**config.mk**
```make
export PLATFORM = sky130hd
export DESIGN_NAME = lifo_stack_with_search_top
export DESIGN_NICKNAME = d
export VERILOG_FILES = /design/src/rtl/lss_pkg.sv /design/src/rtl/lss_ctrl.sv /design/src/rtl/lss_datapath.sv /design/src/rtl/lifo_stack_with_search_top.sv
export SDC_FILE = /design/constraint.sdc
export NUM_CORES = 2
export LEC_CHECK = 0
export BUFFER_PORTS_ARGS = -buffer_cell sky130_fd_sc_hd__buf_2
export CAP_MARGIN = 5
export CORE_ASPECT_RATIO = 0.75
export CORE_MARGIN = 2
export CORE_UTILIZATION = 28
export DETAILED_ROUTE_END_ITERATION = 6
export PLACE_DENSITY = 0.45
export SLEW_MARGIN = 5
export SYNTH_ARGS = -nofsm -noshare
export SYNTH_HDL_FRONTEND = slang
export SYNTH_HIERARCHICAL = 1
export SYNTH_SLANG_ARGS = --single-unit
```
**constraint.sdc**
```tcl
create_clock -name clk_i -period 6.3 [get_ports clk_i]
set_clock_uncertainty 0.15 [all_clocks]
set_input_delay 1.26 -clock clk_i [delete_from_list [all_inputs] [get_ports clk_i]]
set_output_delay 1.26 -clock clk_i [all_outputs]
set_load 0.03 [all_outputs]
```
**src/rtl/lss_pkg.sv**
```systemverilog
// Shared types for the LIFO stack with linear search.
// Request/response payloads, opcode and status codes, controller state,
// and the command/status structs that join the controller and datapath.
package lss_pkg;

  localparam int unsigned DataW  = 32;
  localparam int unsigned CountW = 7;

  typedef logic [DataW-1:0]  value_t;
  typedef logic [CountW-1:0] count_t;

  typedef enum logic [1:0] {
    OP_PUSH   = 2'd0,
    OP_POP    = 2'd1,
    OP_SEARCH = 2'd2,
    OP_CLEAR  = 2'd3
  } opcode_e;

  typedef enum logic [1:0] {
    ST_OK        = 2'd0,
    ST_UNDERFLOW = 2'd1,
    ST_OVERFLOW  = 2'd2,
    ST_NOT_FOUND = 2'd3
  } status_e;

  typedef enum logic [1:0] {
    S_IDLE,
    S_POP,
    S_SEARCH
  } state_e;

  typedef struct packed {
    opcode_e opcode;
    value_t  data_word;
  } in_req_t;

  typedef struct packed {
    status_e status;
    value_t  value;
    count_t  count;
  } out_rsp_t;

  // controller -> datapath
  typedef struct packed {
    logic    push_wr;     // write the incoming word at the top slot
    logic    cnt_inc;
    logic    cnt_dec;
    logic    cnt_clr;
    logic    key_load;    // capture the incoming word
    logic    rd_en;
    logic    rd_top;      // read at count-1, else at ptr-1
    logic    ptr_top;     // load walk pointer with count-1
    logic    ptr_dec;
    logic    out_load;
    logic    out_use_rd;  // response value from read data, else zero
    status_e out_status;
  } cmd_t;

  // datapath -> controller
  typedef struct packed {
    logic full;
    logic empty;
    logic hit;
    logic ptr_zero;
    logic out_free;
  } stat_t;

endpackage

```
**src/rtl/lss_ctrl.sv**
```systemverilog
// Controller FSM of the LIFO stack with search.
// Decodes requests and sequences pop reads and the top-down search walk.
// Depends on lss_pkg.
module lss_ctrl (
  input  logic             clk_i,
  input  logic             rst_ni,
  input  logic             in_valid_i,
  input  lss_pkg::opcode_e opcode_i,
  output logic             in_stall_o,
  input  lss_pkg::stat_t   stat_i,
  output lss_pkg::cmd_t    cmd_o
);
  import lss_pkg::*;

  state_e state_q, state_d;
  logic   accept;

  assign accept     = (state_q == S_IDLE) && in_valid_i && stat_i.out_free;
  assign in_stall_o = (state_q != S_IDLE) || !stat_i.out_free;

  always_ff @(posedge clk_i or negedge rst_ni) begin
    if (!rst_ni) begin
      state_q <= S_IDLE;
    end else begin
      state_q <= state_d;
    end
  end

  // next state
  always_comb begin
    state_d = state_q;
    unique case (state_q)
      S_IDLE: begin
        if (accept) begin
          if (opcode_i == OP_POP && !stat_i.empty) begin
            state_d = S_POP;
          end else if (opcode_i == OP_SEARCH && !stat_i.empty) begin
            state_d = S_SEARCH;
          end
        end
      end
      S_POP: begin
        if (stat_i.out_free) begin
          state_d = S_IDLE;
        end
      end
      S_SEARCH: begin
        if ((stat_i.hit || stat_i.ptr_zero) && stat_i.out_free) begin
          state_d = S_IDLE;
        end
      end
      default: state_d = S_IDLE;
    endcase
  end

  // command outputs
  always_comb begin
    cmd_o            = '0;
    cmd_o.out_status = ST_OK;
    unique case (state_q)
      S_IDLE: begin
        if (accept) begin
          cmd_o.key_load = 1'b1;
          unique case (opcode_i)
            OP_PUSH: begin
              cmd_o.out_load = 1'b1;
              if (stat_i.full) begin
                cmd_o.out_status = ST_OVERFLOW;
              end else begin
                cmd_o.push_wr = 1'b1;
                cmd_o.cnt_inc = 1'b1;
              end
            end
            OP_POP: begin
              if (stat_i.empty) begin
                cmd_o.out_load   = 1'b1;
                cmd_o.out_status = ST_UNDERFLOW;
              end else begin
                cmd_o.cnt_dec = 1'b1;
                cmd_o.rd_en   = 1'b1;
                cmd_o.rd_top  = 1'b1;
              end
            end
            OP_SEARCH: begin
              if (stat_i.empty) begin
                cmd_o.out_load   = 1'b1;
                cmd_o.out_status = ST_NOT_FOUND;
              end else begin
                cmd_o.rd_en   = 1'b1;
                cmd_o.rd_top  = 1'b1;
                cmd_o.ptr_top = 1'b1;
              end
            end
            OP_CLEAR: begin
              cmd_o.cnt_clr  = 1'b1;
              cmd_o.out_load = 1'b1;
            end
            default: ;
          endcase
        end
      end
      S_POP: begin
        if (stat_i.out_free) begin
          cmd_o.out_load   = 1'b1;
          cmd_o.out_use_rd = 1'b1;
        end
      end
      S_SEARCH: begin
        if (stat_i.hit) begin
          if (stat_i.out_free) begin
            cmd_o.out_load   = 1'b1;
            cmd_o.out_use_rd = 1'b1;
          end
        end else if (stat_i.ptr_zero) begin
          if (stat_i.out_free) begin
            cmd_o.out_load   = 1'b1;
            cmd_o.out_status = ST_NOT_FOUND;
          end
        end else begin
          // step one entry further down
          cmd_o.rd_en   = 1'b1;
          cmd_o.ptr_dec = 1'b1;
        end
      end
      default: ;
    endcase
  end

endmodule

```
**src/rtl/lss_datapath.sv**
```systemverilog
// Datapath of the LIFO stack with search: entry memory, count, walk
// pointer, key register, comparator and response register.
// Depends on lss_pkg.
module lss_datapath #(
  parameter int unsigned DEPTH = 64,
  parameter int unsigned WIDTH = 32
) (
  input  logic              clk_i,
  input  logic              rst_ni,
  input  lss_pkg::value_t   data_word_i,
  input  lss_pkg::cmd_t     cmd_i,
  output lss_pkg::stat_t    stat_o,
  output logic              out_valid_o,
  input  logic              out_stall_i,
  output lss_pkg::out_rsp_t out_rsp_o
);
  import lss_pkg::*;

  localparam int unsigned AW = (DEPTH > 1) ? $clog2(DEPTH) : 1;
  localparam int unsigned CW = $clog2(DEPTH + 1);

  logic [WIDTH-1:0] mem [DEPTH];
  logic [WIDTH-1:0] rd_q;
  logic [WIDTH-1:0] key_q;
  logic [WIDTH-1:0] word;
  logic [CW-1:0]    count_q, count_d;
  logic [AW-1:0]    ptr_q, ptr_d;
  logic [AW-1:0]    top_addr, rd_addr;
  logic             out_valid_q, out_valid_d;
  out_rsp_t         out_q, out_d;

  assign word     = WIDTH'(data_word_i);
  assign top_addr = AW'(count_q - 1'b1);
  assign rd_addr  = cmd_i.rd_top ? top_addr : (ptr_q - 1'b1);

  // entry memory: one write port, one registered read port
  always_ff @(posedge clk_i) begin
    if (cmd_i.push_wr) begin
      mem[AW'(count_q)] <= word;
    end
    if (cmd_i.rd_en) begin
      rd_q <= mem[rd_addr];
    end
    if (cmd_i.key_load) begin
      key_q <= word;
    end
  end

  always_comb begin
    count_d = count_q;
    if (cmd_i.cnt_clr) begin
      count_d = '0;
    end else if (cmd_i.cnt_inc) begin
      count_d = count_q + 1'b1;
    end else if (cmd_i.cnt_dec) begin
      count_d = count_q - 1'b1;
    end
  end

  always_comb begin
    ptr_d = ptr_q;
    if (cmd_i.ptr_top) begin
      ptr_d = top_addr;
    end else if (cmd_i.ptr_dec) begin
      ptr_d = ptr_q - 1'b1;
    end
  end

  always_ff @(posedge clk_i or negedge rst_ni) begin
    if (!rst_ni) begin
      count_q <= '0;
    end else begin
      count_q <= count_d;
    end
  end

  always_ff @(posedge clk_i) begin
    ptr_q <= ptr_d;
  end

  // response register
  assign stat_o.out_free = !out_valid_q || !out_stall_i;

  always_comb begin
    out_valid_d = out_valid_q;
    if (cmd_i.out_load) begin
      out_valid_d = 1'b1;
    end else if (!out_stall_i) begin
      out_valid_d = 1'b0;
    end
  end

  always_comb begin
    out_d.status = cmd_i.out_status;
    out_d.value  = cmd_i.out_use_rd ? value_t'(rd_q) : '0;
    out_d.count  = count_t'(count_d);
  end

  always_ff @(posedge clk_i or negedge rst_ni) begin
    if (!rst_ni) begin
      out_valid_q <= 1'b0;
    end else begin
      out_valid_q <= out_valid_d;
    end
  end

  always_ff @(posedge clk_i) begin
    if (cmd_i.out_load) begin
      out_q <= out_d;
    end
  end

  assign out_valid_o = out_valid_q;
  assign out_rsp_o   = out_q;

  assign stat_o.full     = (count_q == CW'(DEPTH));
  assign stat_o.empty    = (count_q == '0);
  assign stat_o.hit      = (rd_q == key_q);
  assign stat_o.ptr_zero = (ptr_q == '0);

endmodule

```
**src/rtl/lifo_stack_with_search_top.sv**
```systemverilog
// LIFO stack with linear search: top level.
// Request channel: in_valid_i / in_stall_o carry in_req_i (opcode, data_word).
// Response channel: out_valid_o / out_stall_i carry out_rsp_o (status,
// value, count). A transfer happens on a clock edge with valid high and
// stall low. Every request gives exactly one response, in request order.
// Push, clear, pop underflow, push overflow and search on an empty stack
// are decided in the accept cycle: response is valid the next cycle,
// one request per cycle while the response is not stalled. Pop loads the
// response after the registered memory read. Search reads one entry per
// cycle from the top down through the single memory read port.
// A new request is taken only once the previous one has finished and the
// response register is empty or being drained in that same cycle.
// While the receiver stalls, the response holds and the block holds off
// further requests behind it.
// Reset clears the entry count and the response valid; stored entries
// are not cleared and need no clearing pass.
// Depends on lss_pkg, lss_ctrl, lss_datapath.
module lifo_stack_with_search_top #(
  parameter int unsigned DEPTH = 64,
  parameter int unsigned WIDTH = 32
) (
  input  logic              clk_i,
  input  logic              rst_ni,
  input  logic              in_valid_i,
  output logic              in_stall_o,
  input  lss_pkg::in_req_t  in_req_i,
  output logic              out_valid_o,
  input  logic              out_stall_i,
  output lss_pkg::out_rsp_t out_rsp_o
);
  import lss_pkg::*;

  cmd_t  cmd;
  stat_t stat;

  lss_ctrl u_ctrl (
    .clk_i      (clk_i),
    .rst_ni     (rst_ni),
    .in_valid_i (in_valid_i),
    .opcode_i   (in_req_i.opcode),
    .in_stall_o (in_stall_o),
    .stat_i     (stat),
    .cmd_o      (cmd)
  );

  lss_datapath #(
    .DEPTH (DEPTH),
    .WIDTH (WIDTH)
  ) u_datapath (
    .clk_i       (clk_i),
    .rst_ni      (rst_ni),
    .data_word_i (in_req_i.data_word),
    .cmd_i       (cmd),
    .stat_o      (stat),
    .out_valid_o (out_valid_o),
    .out_stall_i (out_stall_i),
    .out_rsp_o   (out_rsp_o)
  );

endmodule
```
; ---- Yosys cells after proc, flatten, opt, wreduce, memory -nomap -nowiden
; Memories as Yosys holds them, arrays and structs flattened. A register that Yosys moved wholly into a read port is not among the register bits.
; Cells that the tools add are included.
[op_classes]
eq_ne = 12
n_mux = 50
add_sub_neg = 3
reduce_logical = 21
[op_table]
columns = op, n
row1 = $eq 32x32->1, 1
row2 = $mux 2, 15
row3 = $mux 7, 3
row4 = $mux 1, 18
row5 = $mux 6, 3
row6 = $pmux 2 s3, 2
row7 = $mux 8, 1
row8 = $ne 2x1->1 const B, 4
row9 = $pmux 2 s2, 2
row10 = $add 7x1->7 const B, 1
row11 = $eq 7x7->1 const B, 1
row12 = $logic_not 7->1, 1
row13 = $sub 7x1->7 const B, 1
row14 = $eq 2x2->1 const B, 3
row15 = $logic_not 6->1, 1
row16 = $pmux 1 s2, 3
row17 = $sub 6x1->6 const B, 1
row18 = $logic_and 1x1->1, 5
row19 = $mux 5, 1
row20 = $eq 2x1->1 const B, 2
row21 = $logic_not 1->1, 4
row22 = $logic_not 2->1, 2
row23 = $reduce_and 4->1, 1
row24 = $reduce_bool 2->1, 2
row25 = other kinds (5), 8
[word_totals]
input_bits = 38
mem_bits_rw = 2048
register_bits = 89
memories = 1
wordCells = 95
[mem_list]
columns = memory, words, width, read_ports, rd_clocked_by_memory_dff, write_ports, line
row1 = u_datapath.mem, 64, 32, 1, 1, 1, lss_datapath.sv:22  ; logic [WIDTH-1:0] mem [DEPTH];

; ---- Logic depth before layout (Yosys ltp)
[depth]
ltp_word = 8
depth_mapped = 19
ltp_nobuf = 13

; ---- By module
; The synthesis kept the hierarchy.
[modules_own_cells]
columns = mod, n_inst, cells_each, area_per_inst_um2, seq_area_each_um2
row1 = lss_datapath, 1, 6346, 87122.3, 65032.4
row2 = lss_ctrl, 1, 55, 444.2, 50.0

; ---- Worst setup path before layout
; OpenSTA, ideal clock, no wires.
[synth_path]
path_kind = in2reg
from = input port out_stall_i
to = memory u_datapath.mem[32][0] (enable)
arrival_time_ns = 5.192
setup_ns = 0.468
path_buffers = 2
path_slack_ns = 0.490
stages = 8
path_cell_list = nand2_1 -> clkbuf_2 -> nand3_1 -> nor3b_1 -> buf_4 -> nor2b_1 -> nand2_1 -> nor3b_1
[synth_lines]
columns = item, line
row1 = start: declaration, lifo_stack_with_search_top.sv:28  ; input logic out_stall_i,
row2 = end: declaration, lss_datapath.sv:22

==> impl_metrics.toml <==
[run_status]
status = "finished clean"

[logic_synthesis]
synth_compound_area_frac = 0.141
netlist_area_um2 = 87600
synth_area_leaders = "edfxtp_1 (74%), o21ai_0 (4.5%), nor2_1 (3.4%), nand2_1 (2.7%), a21oi_1 (1.8%)"
syn-num-nets = 6453
yosysSeqAreaShare = 0.743
synthSimpleGateAreaFrac = 0.0822
muxShareOfSynthArea = 0.00237
avgSynthCellArea_um2 = 13.7
synth_xor_area_frac = 0.00440
synthArstFlopShare = 0.00461
synth_cells = 6401
synth.largest_area_cell = "edfxtp_1"
synth-main-ff-cell = "edfxtp_1"
ys_ff_latch = 2169
yosys_warnings = 6
synth_edf_count = 2159
synth-adder-area-share = 0.00200
synth_cell_type_count = 88
synth_top_family_by_area = "compound AO/OA/AOI/OAI gates"
netlist.area_leader.share = 0.740

[routing]
via_per_inst = 5.57
antenna_left = 0
dr.pass1.iters = 6
drt_wl_total_mm = 358
post_drt_wl_per_cell_um = 32.8
drt_iter0_drc = 9213
vias = 60900
drc = 0

[placement]
place_ws_ps = 93.0
gp_congestion = 0.849
io_buffers = 80
dp_hpwl_mm = 209
dp.cells = 10500

[timing]
slew_headroom = 0.0314
finalMaxSlewViolations = 0
hold_viol = 0
final.min_clock_period_ps = 6000
layout_setup_ws_ps = 300
rsz0062_at_grt = "false"
finalCritPeriodShare = 0.952
setup_viol = 0
fmax_mhz = 167
worstMarginPinSlew_ps = 1440

[clock_tree]
worstSkewPairLatency_ps = 910
cts_tree = "done"
root_buffer = "clkbuf_16"
cts_buffers = 216
cts_max_level = 4
ctsHoldBuffers = 0
cts_sinks = 2169
postCtsSetupRepairBufs = 0
cts_buffer_depth = 4
clk_pin_slew_worst_paths_ps = 70

[floorplan]
pin_count = 81
start_util = 0.282
core_um2 = 311000
die_x_um = 650
dieArea_um2 = 317000
die_h_um = 488
rows = 177

[final_layout]
final_common_cell = "edfxtp_1"
nNetsFinal = 6695
stdcell_count = 10900
final_cell_mix = "edfxtp_1 (2159), o21ai_0 (783), nor2_1 (735)"
drive_above_1_share = 0.132
syn2layout_area_growth_pct = 17.1
finish.utilization = 0.330
fillCellCount = 30400

[power]
finalPower_mw = 54.2
irDropWorstVdd_mv = 0.391
p_leak_nw = 32.4
power_density_nw_per_um2 = 528

[global_route]
grt_overflow = 0
antenna_found_initial = 41
grt_max_degree = 81
track_usage = 0.219
grt_pass1_vias = 56300
grt_pass1_wl_mm = 486

[critical_path]
endpoint = "u_datapath/rd_q[24]"
crit_path_end_kind = "register"
worstPathMaxFanout = 31
worstReg2RegEnd = "u_datapath/rd_q[24]"
reg2reg_from = "u_datapath/count_q[3]"
start_kind = "register"
startpoint = "u_datapath/count_q[3]"
critPathArrivalTime_ps = 6490
crit_required_ps = 6790
crit_type = "register to register"
reg2reg_slack_ps = 300
ff2ff_path_depth = 17

[run]
maxCapViolCount = 0

[hold_path]
min_path_type = "primary input to asynchronous set/reset pin"
[synthesized netlist by cell type (32+ instances only)]
library cell and count:
a211oi_1 41, a21oi_1 323, a221oi_1 39, a2bb2oi_1 73, a31oi_1 32, and2_1 61, buf_1 46, buf_2 164
clkbuf_1 215, edfxtp_1 2159, nand2_1 623, nand3_1 86, nor2_1 800, nor3_1 49, o211ai_1 82, o21ai_0 787
o221ai_1 123, o22ai_1 95, o311ai_0 38, o32ai_1 68, xor2_1 37
[per-layer routing]
metal,GRT usage,up-vias,share of wire
met2,0.317,3262,0.42
li1,-,25100,-
met4,0.0519,16,0.025
met1,0.329,32000,0.45
met5,0,-,0.00031
met3,0.0496,489,0.11
[registers in the layout, indices dropped and copies added (netlist names)]
signal and flops:
u_datapath/ptr_q 6, u_datapath/mem 2048, u_datapath/out_rsp_o 41, u_ctrl/state_q 2, u_datapath/out_valid_o 1, u_datapath/count_q 7, u_datapath/rd_q 32, u_datapath/key_q 32
[logic make-up (layout without fill, tap and decap cells)]
logic type,after synthesis,after routing
muxes,18,18
buffers and inverters,471,871
and+or+nand+nor,1731,1731
xor gates and xnor gates,44,44
other,0,12
DFF,2169,2169
AOI/OAI and AO/OA,1954,1954
adders and majority gates,14,14
[power breakdown]
part	internal [mW]	total (mW)	switching, mW	leakage [nW]
Combinational	6.91	24.4	17.5	9.61
Sequential	16.5	17.0	0.553	19.6
Clock	6.99	12.7	5.72	3.26
[worst max-delay path, stage by stage, from the launching register on]
cell      delay (ps)
dfrtp_1          380
or3_1            360
buf_4            240
nor4b_2          470
buf_4            230
nand2b_1         250
nor2_4           160
buf_4            240
mux2_8           600
buf_4            290
buf_4            340
nor2_1           120
o41ai_2          220
o221ai_1         150
a221oi_1         340
a31oi_1          160
a32o_1           480
nor3_2           510
[timing repair]
item / 4_1_cts / 5_1_grt
endpoints found under the hold margin: 0 / 0
endpoints found under the setup margin: 0 / 1
resized for setup: 0 / 1
[worst min-delay path by stage]
stage          cells after the start         startpoint  slack, ps                     end
2_1_floorplan                      2  u_ctrl/state_q[1]        390       u_ctrl/state_q[1]
3_3_place_gp                       2  u_ctrl/state_q[1]        430       u_ctrl/state_q[1]
3_5_place_dp                       2  u_ctrl/state_q[0]        440       u_ctrl/state_q[0]
4_1_cts                            1             rst_ni         50  u_datapath/out_valid_o
5_1_grt                            1             rst_ni         70  u_datapath/out_valid_o
6_report                           1             rst_ni        100  u_datapath/out_valid_o
[area by class of cell]
| cell class | count | area, um2 | share of cell area |
|---|---|---|---|
| tap | 4117 | 5150 | 0.0502 |
| clock inverter | 118 | 1020 | 0.00996 |
| sequential | 2169 | 65100 | 0.635 |
| timing repair buffer | 482 | 4560 | 0.0444 |
| inverter | 13 | 53.8 | 0.000525 |
| multi-input combinational | 3761 | 21000 | 0.205 |
| antenna | 12 | 30.0 | 0.000293 |
| clock buffer | 258 | 5610 | 0.0547 |
[stage by stage]
step | cell area, um2 | hold WS, ps | setup TNS, ps
finish | 103000 | 99.2 | 0
global route | 102000 | 72.5 | 0
CTS | 102000 | 48.6 | 0
detailed placement | 95900 | 440 | 0
global placement | 95800 | 425 | -270
floorplan | 87600 | 391 | 0
Power figures use the tool's default switching activity.
